<file path="src/rtl/ibs_pkg.sv">
// ----------------------------------------------------------------------------
// ibs_pkg: shared types and constants for iterative box smoothing
// Grid geometry, field widths, command codes and sequencer status.
// ----------------------------------------------------------------------------
`default_nettype none
package ibs_pkg;
  localparam int MaxRows  = 128;
  localparam int MaxCols  = 128;
  localparam int RowW     = $clog2(MaxRows);
  localparam int ColW     = $clog2(MaxCols);
  localparam int AddrW    = RowW + ColW;
  localparam int Cells    = MaxRows * MaxCols;
  localparam int DimW     = 8;
  localparam int PassW    = 16;

  localparam logic CmdLoad = 1'b0;
  localparam logic CmdRead = 1'b1;

  localparam logic [1:0] RegRows   = 2'd0;
  localparam logic [1:0] RegCols   = 2'd1;
  localparam logic [1:0] RegThresh = 2'd2;
  localparam logic [1:0] RegPasses = 2'd3;

  typedef struct packed {
    logic [RowW-1:0] last_row;
    logic [ColW-1:0] last_col;
    logic [7:0]      thresh;
    logic [PassW-1:0] limit;
  } geom_t;

  typedef struct packed {
    logic            busy;
    logic [PassW-1:0] passes;
    logic            limit_hit;
  } eng_stat_t;

  // Clamp a size register to 1..Max, returned minus one.
  function automatic logic [RowW-1:0] last_row_of(input logic [DimW-1:0] v);
    logic [DimW:0] t;
    t = (v == '0) ? 9'd1 : {1'b0, v};
    if (t > (DimW+1)'(MaxRows)) t = (DimW+1)'(MaxRows);
    last_row_of = RowW'(t - 9'd1);
  endfunction

  function automatic logic [ColW-1:0] last_col_of(input logic [DimW-1:0] v);
    logic [DimW:0] t;
    t = (v == '0) ? 9'd1 : {1'b0, v};
    if (t > (DimW+1)'(MaxCols)) t = (DimW+1)'(MaxCols);
    last_col_of = ColW'(t - 9'd1);
  endfunction
endpackage
`default_nettype wire

</file>
<file path="src/rtl/ibs_engine.sv">
// ----------------------------------------------------------------------------
// ibs_engine: smoothing sequencer
// Walks the grid cell by cell, reading neighbors from memory one at a time,
// summing them for smoothing and comparing them for convergence.
// ----------------------------------------------------------------------------
`default_nettype none
module ibs_engine (
  input  wire logic                       clk,
  input  wire logic                       rst,
  input  wire logic                       start,
  input  wire ibs_pkg::geom_t             geom,
  output ibs_pkg::eng_stat_t              stat,
  // source grid read port
  output logic [ibs_pkg::AddrW-1:0]       src_addr,
  input  wire logic [7:0]                 src_data,
  // result grid access
  output logic [ibs_pkg::AddrW-1:0]       res_addr,
  input  wire logic [7:0]                 res_data,
  output logic                            res_we,
  output logic [7:0]                      res_wdata
);
  typedef enum logic [2:0] {S_IDLE, S_RD, S_DIV, S_WR, S_CK_RD, S_CK_CMP, S_END} state_t;

  state_t                  state;
  logic [ibs_pkg::RowW-1:0] r;
  logic [ibs_pkg::ColW-1:0] c;
  logic [3:0]              k;     // neighbor slot 0..8 (9 only drains), center is 4
  logic [3:0]              k_d;   // slot of the word now on the read bus
  logic                    rd_ok; // slot in the grid, data valid next cycle
  logic                    first;
  logic [11:0]             sum;
  logic [7:0]              center;
  logic [7:0]              best;
  logic                    any;
  logic [ibs_pkg::PassW-1:0] passes;
  logic                    lim;
  logic [11:0]             quot;

  logic [1:0]              kr, kc;
  logic signed [ibs_pkg::RowW+1:0] nr;
  logic signed [ibs_pkg::ColW+1:0] nc;
  logic                    in_grid;
  logic                    edge_r, edge_c;
  logic [7:0]              rd_data;
  logic [7:0]              diff;

  always_comb begin
    // split the slot into row and column offsets of the 3x3 window
    kr = (k >= 4'd6) ? 2'd2 : (k >= 4'd3) ? 2'd1 : 2'd0;
    kc = 2'(k - {1'b0, kr, 1'b0} - {2'b00, kr});
    nr = $signed({2'b00, r}) + $signed({{ibs_pkg::RowW{1'b0}}, kr})
       - (ibs_pkg::RowW+2)'(1);
    nc = $signed({2'b00, c}) + $signed({{ibs_pkg::ColW{1'b0}}, kc})
       - (ibs_pkg::ColW+2)'(1);
    in_grid = (nr >= 0) && (nc >= 0)
           && (nr <= $signed({2'b00, geom.last_row}))
           && (nc <= $signed({2'b00, geom.last_col}));
    src_addr = {nr[ibs_pkg::RowW-1:0], nc[ibs_pkg::ColW-1:0]};
    edge_r = (r == '0) || (r == geom.last_row);
    edge_c = (c == '0) || (c == geom.last_col);
    rd_data = first ? src_data : res_data;
    diff = (center > res_data) ? center - res_data : res_data - center;
    // constant-divisor quotients by reciprocal multiply with range <= 2295
    if (!edge_r && !edge_c) quot = 12'((24'(sum) * 24'd7282) >> 16);
    else if (edge_r && edge_c) quot = sum >> 2;
    else quot = 12'((24'(sum) * 24'd10923) >> 16);
    res_we    = (state == S_WR);
    res_wdata = quot[7:0];
    res_addr  = res_we ? {r, c} : src_addr;
  end

  always_ff @(posedge clk) begin
    if (rst) begin
      state <= S_IDLE;
      passes <= '0;
      lim <= 1'b0;
      rd_ok <= 1'b0;
    end else begin
      case (state)
        S_IDLE: if (start) begin
          state <= S_RD; r <= '0; c <= '0; k <= '0; sum <= '0;
          first <= 1'b1; passes <= '0; lim <= 1'b0; rd_ok <= 1'b0;
        end
        S_RD: begin
          // issue slot k, accumulate slot k-1; slot 9 is only a drain cycle
          if (rd_ok) sum <= sum + 12'(rd_data);
          rd_ok <= in_grid && (k != 4'd9);
          if (k == 4'd9) state <= S_DIV;
          else k <= k + 4'd1;
        end
        S_DIV: begin
          if (rd_ok) sum <= sum + 12'(rd_data);
          rd_ok <= 1'b0;
          state <= S_WR;
        end
        S_WR: begin
          k <= '0; sum <= '0;
          if (c == geom.last_col) begin
            c <= '0;
            if (r == geom.last_row) begin
              r <= '0; passes <= passes + 1'b1; first <= 1'b0;
              any <= 1'b0; best <= '0; k <= 4'd4; state <= S_CK_RD;
            end else begin
              r <= r + 1'b1; state <= S_RD;
            end
          end else begin
            c <= c + 1'b1; state <= S_RD;
          end
        end
        S_CK_RD: begin
          // slot 4 read first gives the center; then the other eight
          k_d <= k; rd_ok <= in_grid;
          if (k == 4'd4) k <= '0;
          else if (k == 4'd3) k <= 4'd5;
          else k <= k + 4'd1;
          state <= S_CK_CMP;
        end
        S_CK_CMP: begin
          if (k_d == 4'd4) center <= res_data;
          else if (rd_ok && res_data != 8'd0) begin
            any <= 1'b1;
            if (diff > best) best <= diff;
          end
          if (k_d == 4'd8) begin
            k <= 4'd4;
            if (c == geom.last_col) begin
              c <= '0;
              if (r == geom.last_row) state <= S_END;
              else begin r <= r + 1'b1; state <= S_CK_RD; end
            end else begin
              c <= c + 1'b1; state <= S_CK_RD;
            end
          end else state <= S_CK_RD;
        end
        S_END: begin
          r <= '0; c <= '0; k <= '0; sum <= '0; rd_ok <= 1'b0;
          if (!any || best <= geom.thresh) state <= S_IDLE;
          else if (passes >= geom.limit) begin lim <= 1'b1; state <= S_IDLE; end
          else state <= S_RD;
        end
        default: state <= S_IDLE;
      endcase
    end
  end

  assign stat.busy      = (state != S_IDLE);
  assign stat.passes    = passes;
  assign stat.limit_hit = lim;
endmodule
`default_nettype wire

</file>
<file path="config.mk">
export PLATFORM = sky130hd
export DESIGN_NAME = ibs_engine
export DESIGN_NICKNAME = d
export VERILOG_FILES = /design/src/rtl/ibs_pkg.sv /design/src/rtl/ibs_engine.sv
export SDC_FILE = /design/constraint.sdc
export NUM_CORES = 1
export LEC_CHECK = 0
export ABC_AREA = 1
export ABC_CLOCK_PERIOD_IN_PS = 6200
export CAP_MARGIN = 20
export CORE_ASPECT_RATIO = 0.5
export CORE_MARGIN = 10
export CORE_UTILIZATION = 50
export CTS_CLUSTER_DIAMETER = 50
export DETAILED_ROUTE_END_ITERATION = 10
export DONT_BUFFER_PORTS = 1
export PLACE_DENSITY_LB_ADDON = 0.15
export SETUP_SLACK_MARGIN = 0.3
export SLEW_MARGIN = 25
export SYNTH_ARGS = -nofsm -noshare
export SYNTH_HDL_FRONTEND = slang
export SYNTH_SLANG_ARGS = --single-unit
</file>
<file path="constraint.sdc">
create_clock -name clk -period 6.2 [get_ports clk]
set_input_delay 1.55 -clock clk [delete_from_list [all_inputs] [get_ports clk]]
set_output_delay 1.55 -clock clk [all_outputs]
set_load 0.01 [all_outputs]
</file>
==> results of run 1 <==
-- sequential cells by signal (all words and copies together) (netlist names), 3 cells and up --
| register | cells |
|---|---|
| state | 3 |
| passes | 16 |
| best | 8 |
| k_d | 4 |
| c | 7 |
| sum | 12 |
| k | 4 |
| r | 7 |
| center | 8 |
-- layout by cell type (no fill, tap or decap), drive strengths merged, types with 8 or more instances in the layout --
cell type and instances:
clkbuf 11, nand3 90, buf 39, nand4 25, xnor2 21, nor2 128, nand2 311, dfxtp 21
o21a 8, edfxtp 52, a21oi 119, ha 240, fa 76, inv 320, o21ai 85, nor3 20
xor2 41
-- cell families after synthesis --
logic type | count (synthesis) | synth area share, %
AOI/OAI and AO/OA | 238 | 10.7
buffers and inverters | 338 | 10.6
xor gates and xnor gates | 62 | 4.46
adders and majority gates | 316 | 37.2
DFF | 73 | 16.3
and+or+nand+nor | 594 | 20.8
-- through the flow --
step	setup slack [ps]	instances	hold WS [ps]
2_1_floorplan	304	1621	435
3_3_place_gp	279	1931	490
3_5_place_dp	169	1931	495
4_1_cts	40.0	1963	506
5_1_grt	-167	1972	546
6_report	12.9	1972	505
-- worst max-delay path: cells and delay by family (launching register included) --
| kind | cells | cell delay [ps] |
|---|---|---|
| adders and majority gates | 6 | 2640 |
| and+or+nand+nor | 9 | 840 |
| DFF | 1 | 460 |
| buffers and inverters | 3 | 220 |
| AOI/OAI and AO/OA | 1 | 150 |
-- what timing repair did --
item / in CTS / in global routing
hold endpoints to repair: 0 / 0
endpoints found under the setup margin: 8 / 8
buffers inserted: 16 / 9
pin swaps: 21 / 36
gates resized for setup: 52 / 48
-- layout make-up --
class / instances / area, um^2 / share of cell area [%]
sequential: 73 / 1980 / 14.6
inverter: 319 / 1200 / 8.85
timing repair buffer: 39 / 312 / 2.29
clock inverter: 5 / 80.1 / 0.590
clock buffer: 11 / 233 / 1.71
tap: 315 / 394 / 2.90
multi-input combinational: 1210 / 9380 / 69.0
-- cells in the mapped netlist, types with 7 or more instances --
| cell | number | area [um^2] |
|---|---|---|
| a21oi_1 | 118 | 591 |
| fa_1 | 76 | 1520 |
| buf_2 | 7 | 35.0 |
| ha_1 | 240 | 3000 |
| o21ai_0 | 80 | 400 |
| clkbuf_1 | 8 | 30.0 |
| dfxtp_1 | 21 | 420 |
| xor2_1 | 41 | 359 |
| nand4_1 | 25 | 156 |
| edfxtp_1 | 52 | 1560 |
| nand2_1 | 305 | 1140 |
| inv_2 | 11 | 41.3 |
| nand3_1 | 89 | 445 |
| nor2_1 | 123 | 462 |
| xnor2_1 | 21 | 184 |
| o21a_1 | 8 | 60.1 |
| inv_1 | 308 | 1160 |
| nor3_1 | 20 | 100 |
-- layer usage --
metal / part of all wire, % / vias to the layer above
met4: 0.91 / 0
met2: 48 / 237
met1: 46 / 5033
met3: 4.7 / 25
met5: 0 / -
li1: - / 5323
-- final timing paths --
kind,depth (start not counted),endpoint,slack [ps]
min,2,rd_ok,500
max,19,res_wdata[7],10
max reg2reg,25,rd_ok,1900
min reg2reg,2,rd_ok,500
==> flow_summary.ini, run 1 <==
[die]
boundaryPins = 112
die_h_um = 130
initial_core_util_pct = 50.8
design.core.area_um2 = 24000
floorplan.rows = 40
area_enclosed_by_the_die_boundary_um2 = 31400
die_w_um = 241

[status]
run_status = completed

[global_routing]
grt-busiest-layer = met2
gr_met3_demand_resource_pct = 3.83
grt_util_met2_pct = 35.3
grt_first_pass_wirelength_um = 52400
antenna_found_initial = 0
via_count_of_the_first_global_routing_pass = 10569
globalRoute.totalOverflow = 0
grt_max_degree = 39
grt.met1_usage_pct = 26.4
global_route.usage.total_pct = 20.4

[routing]
antenna_violating_nets_post_route = 0
drt-initial-drc-count = 630
post_dr_wirelength_cell_um = 16.2
detailroute.via_count = 10618
wirelength_um = 32000
route.detailed.vias_per_inst = 5.38
firstDrtPassIters = 5
route.detailed.drc = 0

[synth]
synthesis.area_um2 = 12200
synth_cell_type_count = 41
syn_nets = 1994
syn-mean-instance-area_um2 = 7.51
yosys_warnings = 0
yosysSeqAreaShare_pct = 16.3
synth.ff_latch_count = 73
synthesized_instance_count = 1621
synth_async_sr_flop_share_pct = 0
synth_enable_flop_cells = 52
ys.flop_type = edfxtp_1

[critical_path]
critical_path_arrival_ps = 4640
worst_path_largest_cell_delay_ps = 520
worstSetupStartpoint = sum[8]
timing.critical_path.cells = ha_4, inv_4, buf_4, fa_1, fa_1, inv_1, fa_1, fa_1, ha_4, nand2_2, nor2_1, o21ai_0, nand2_1, nand2_1, nand3_1, nand2_1, nand3_1, nand2_1, nand2_2
slowest_stage = fa_1
cp_max_fo = 5
r2r-start = k[0]
critical_path.startpoint_type = flop
timing_worst_setup_path_type = reg2out
timing.critical_path.to_type = primary output
crit_required_ps = 4650

[final_layout]
nets = 2025
fin_util_pct = 56.6
post_route_cells_drive_above_1_share_pct = 9.47
layout.filler_cells = 2257
postLayoutCellArea_um2 = 13600
diodes = 0
signed_area_change_from_the_synthesized_netlist_to_the_final_layout_pct = 11.5

[clocking]
cts_hold_buffers = 0
cts_inserted_buffers = 9
cts_root_buf = clkbuf_16
cts_max_path_buffers = 2
worst_skew_pair.late_latency_ps = 340
path_clk_slew_ps = 50
cts_sinks = 73
tritoncts = yes
cts-htree-levels = 3

[timing]
period_share_pct = 99.8
drv_slew = 0
finalSetupViolations = 0
worstMarginPinSlew_ps = 992
layout_skew_ps = 12.1
setup_tns_ps = 0
max_slew_margin_pct = 33.5
grt_setup_unrepaired = yes
max_clock_freq_mhz = 162
hold_violations = 0
fin_crit_ps = 6190

[min_path]
hold_path.class = reg2reg
min-delay-start = rd_ok

[placement]
detailed_place.area_um2 = 12600
place.detailed.hpwl_um = 26700
gpl.final_weighted_congestion = 0.869
portBuffers = 0

[job]
max-cap-violations = 0
Power of run 1 is not shown: default switching activity piles up to over one toggle a cycle in this logic, so the estimate is an artifact.
==> run 2, diff against run 1 <==
--- a/config.mk
+++ b/config.mk
@@ -6,7 +6,7 @@
 export NUM_CORES = 1
 export LEC_CHECK = 0
 export ABC_AREA = 1
-export ABC_CLOCK_PERIOD_IN_PS = 6200
+export ABC_CLOCK_PERIOD_IN_PS = 7700
 export CAP_MARGIN = 20
 export CORE_ASPECT_RATIO = 0.5
 export CORE_MARGIN = 10
==> constraint.sdc (replaced) <==
create_clock -name clk -period 7.7 [get_ports clk]
set_input_delay 1.925 -clock clk [delete_from_list [all_inputs] [get_ports clk]]
set_output_delay 1.925 -clock clk [all_outputs]
set_load 0.01 [all_outputs]
==> flow_summary.ini, run 2 (synthesis gave the netlist of run 1 again) <==
[routing]
drt-initial-drc-count = 621
detailroute.via_count = 10325
route.detailed.vias_per_inst = 5.33
post_dr_wirelength_cell_um = 15.9
firstDrtPassIters = 5
route.detailed.drc = 0
wirelength_um = 30800
antenna_violating_nets_post_route = 0

[critical_path]
rr_worst_depth = 25
worst_path_largest_cell_delay_ps = 730
worst_r2r_endpoint = rd_ok
timing.critical_path.depth = 16
critical_path.startpoint_type = flop
slowest_stage = edfxtp_1
crit_required_ps = 5780
timing_worst_setup_path_type = reg2out
worstSetupStartpoint = sum[3]
r2r-start = k[0]
worstSetupEndpoint = res_wdata[1]
critical-path-top-delay-family = adder cells
critical_path_arrival_ps = 4990
rrSetupSlack_ps = 3470
timing.critical_path.cells = ha_1, ha_1, inv_1, fa_1, inv_1, fa_1, fa_1, ha_1, a21oi_1, o21ai_0, o21ai_0, nand2_1, nand2_1, nand3_1, nand3_1, nand2_1
timing.critical_path.to_type = primary output
cp_max_fo = 10
critPathBufInv = 2

[die]
initial_core_util_pct = 50.8
floorplan.rows = 40
design.core.area_um2 = 24000
die_h_um = 130
area_enclosed_by_the_die_boundary_um2 = 31400
boundaryPins = 112
die_w_um = 241

[final_layout]
nets = 1990
flip_flop_count_of_the_largest_register_after_layout = 16
diodes = 0
post_route_cells_drive_above_1_share_pct = 3.02
layout.cells.most_common_list = 308 x inv_1, 305 x nand2_1, 240 x ha_1, 123 x nor2_1, 118 x a21oi_1
reg_top3 = passes x16, sum x12
signed_area_change_from_the_synthesized_netlist_to_the_final_layout_pct = 5.30
layout_commonest_cell = inv_1
max_flop_register = passes
final_cell_count_no_fill = 1937

[global_routing]
grt_first_pass_wirelength_um = 51300
via_count_of_the_first_global_routing_pass = 10222
grt.met1_usage_pct = 27.1
global_route.usage.total_pct = 19.9
grt_util_met2_pct = 33.2
antenna_found_initial = 0
grt-busiest-layer = met2
globalRoute.totalOverflow = 0
gr_met3_demand_resource_pct = 2.76
grt_max_degree = 39

[clocking]
path_clk_slew_ps = 60
worst_skew_pair.late_latency_ps = 330
tritoncts = yes
cts_max_path_buffers = 2
cts-htree-levels = 3
post_cts_buffers = 0
cts_inserted_buffers = 9
cts_sinks = 73
cts_hold_buffers = 0
cts_resized = 0
cts_root_buf = clkbuf_16

[timing]
grt_setup_unrepaired = no
worstMarginPinSlew_ps = 938
finalSetupViolations = 0
fin_crit_ps = 6920
setup_ws_ps = 784
hold_violations = 0
period_share_pct = 89.8
layout_skew_ps = 6.80
setup_tns_ps = 0
drv_slew = 0
max_slew_margin_pct = 37.1
max_clock_freq_mhz = 145

[min_path]
hold_path.class = reg2reg

[job]
max-cap-violations = 0

[placement]
place.detailed.instances = 1921
placement.setup.worst_slack_ps = 1110
gpl.final_weighted_congestion = 0.894
portBuffers = 0
place.detailed.hpwl_um = 26200

[status]
run_status = completed
run 2: cell types whose count changed in the layout (fill, tap and decap cells not counted), moves of 9 or more:
| cell | previous run | this run |
|---|---|---|
| nand2_1 | 289 | 305 |
| a21oi_2 | 9 | 0 |
| ha_4 | 17 | 0 |
| ha_1 | 221 | 240 |
| o21ai_0 | 70 | 80 |
| a21oi_1 | 106 | 118 |
| buf_4 | 35 | 4 |
| nand2_2 | 19 | 6 |
run 2: how the worst min path moves through the flow:
stage	start	to	slack [ps]	depth (start not counted)
floorplan	lim	lim	440	2
global placement	rd_ok	rd_ok	490	2
detailed placement	rd_ok	rd_ok	500	2
CTS	rd_ok	rd_ok	510	2
global route	rd_ok	rd_ok	580	2
finish	rd_ok	rd_ok	520	2
run 2: worst register-to-register path, cell delays in order (launching register included):
cell and delay (ps):
edfxtp_1 500, ha_1 280, nor2_1 150, nand2_1 110, nand2_1 100, inv_1 40
ha_1 180, xnor2_1 130, xor2_1 150, ha_1 270, inv_1 40, ha_1 210
fa_1 410, xnor2_1 410, ha_1 320, nand2_1 90, inv_1 70, nand2_1 60
nand2_1 50, nor2_1 80, o21ai_0 90, nand2_1 70, nand2_1 40, inv_1 50
nand3_1 120, a21oi_1 150
run 2: cell type report:
cell class | instances | area, um^2
Clock buffer | 11 | 253
Clock inverter | 5 | 53.8
Fill cell | 2364 | 11200
Inverter | 319 | 1200
Multi-Input combinational cell | 1210 | 8910
Sequential cell | 73 | 1980
Tap cell | 315 | 394
Timing Repair Buffer | 4 | 30.0
run 2: through the flow:
| stage | cell area [um^2] | hold slack, ps | utilization [%] |
|---|---|---|---|
| 2_1_floorplan | 12200 | 435 | - |
| 3_3_place_gp | 12500 | 491 | 52.2 |
| 3_5_place_dp | 12500 | 498 | 52.2 |
| 4_1_cts | 12800 | 509 | 53.5 |
| 5_1_grt | 12800 | 576 | 53.5 |
| 6_report | 12800 | 515 | 53.5 |
run 2: metal layers:
metal / vias up / part of all wire, %
met5: - / 0
met2: 189 / 47
li1: 5256 / -
met4: 0 / 1.1
met3: 27 / 3.8
met1: 4853 / 49
Power of run 2 is left out for the same reason.
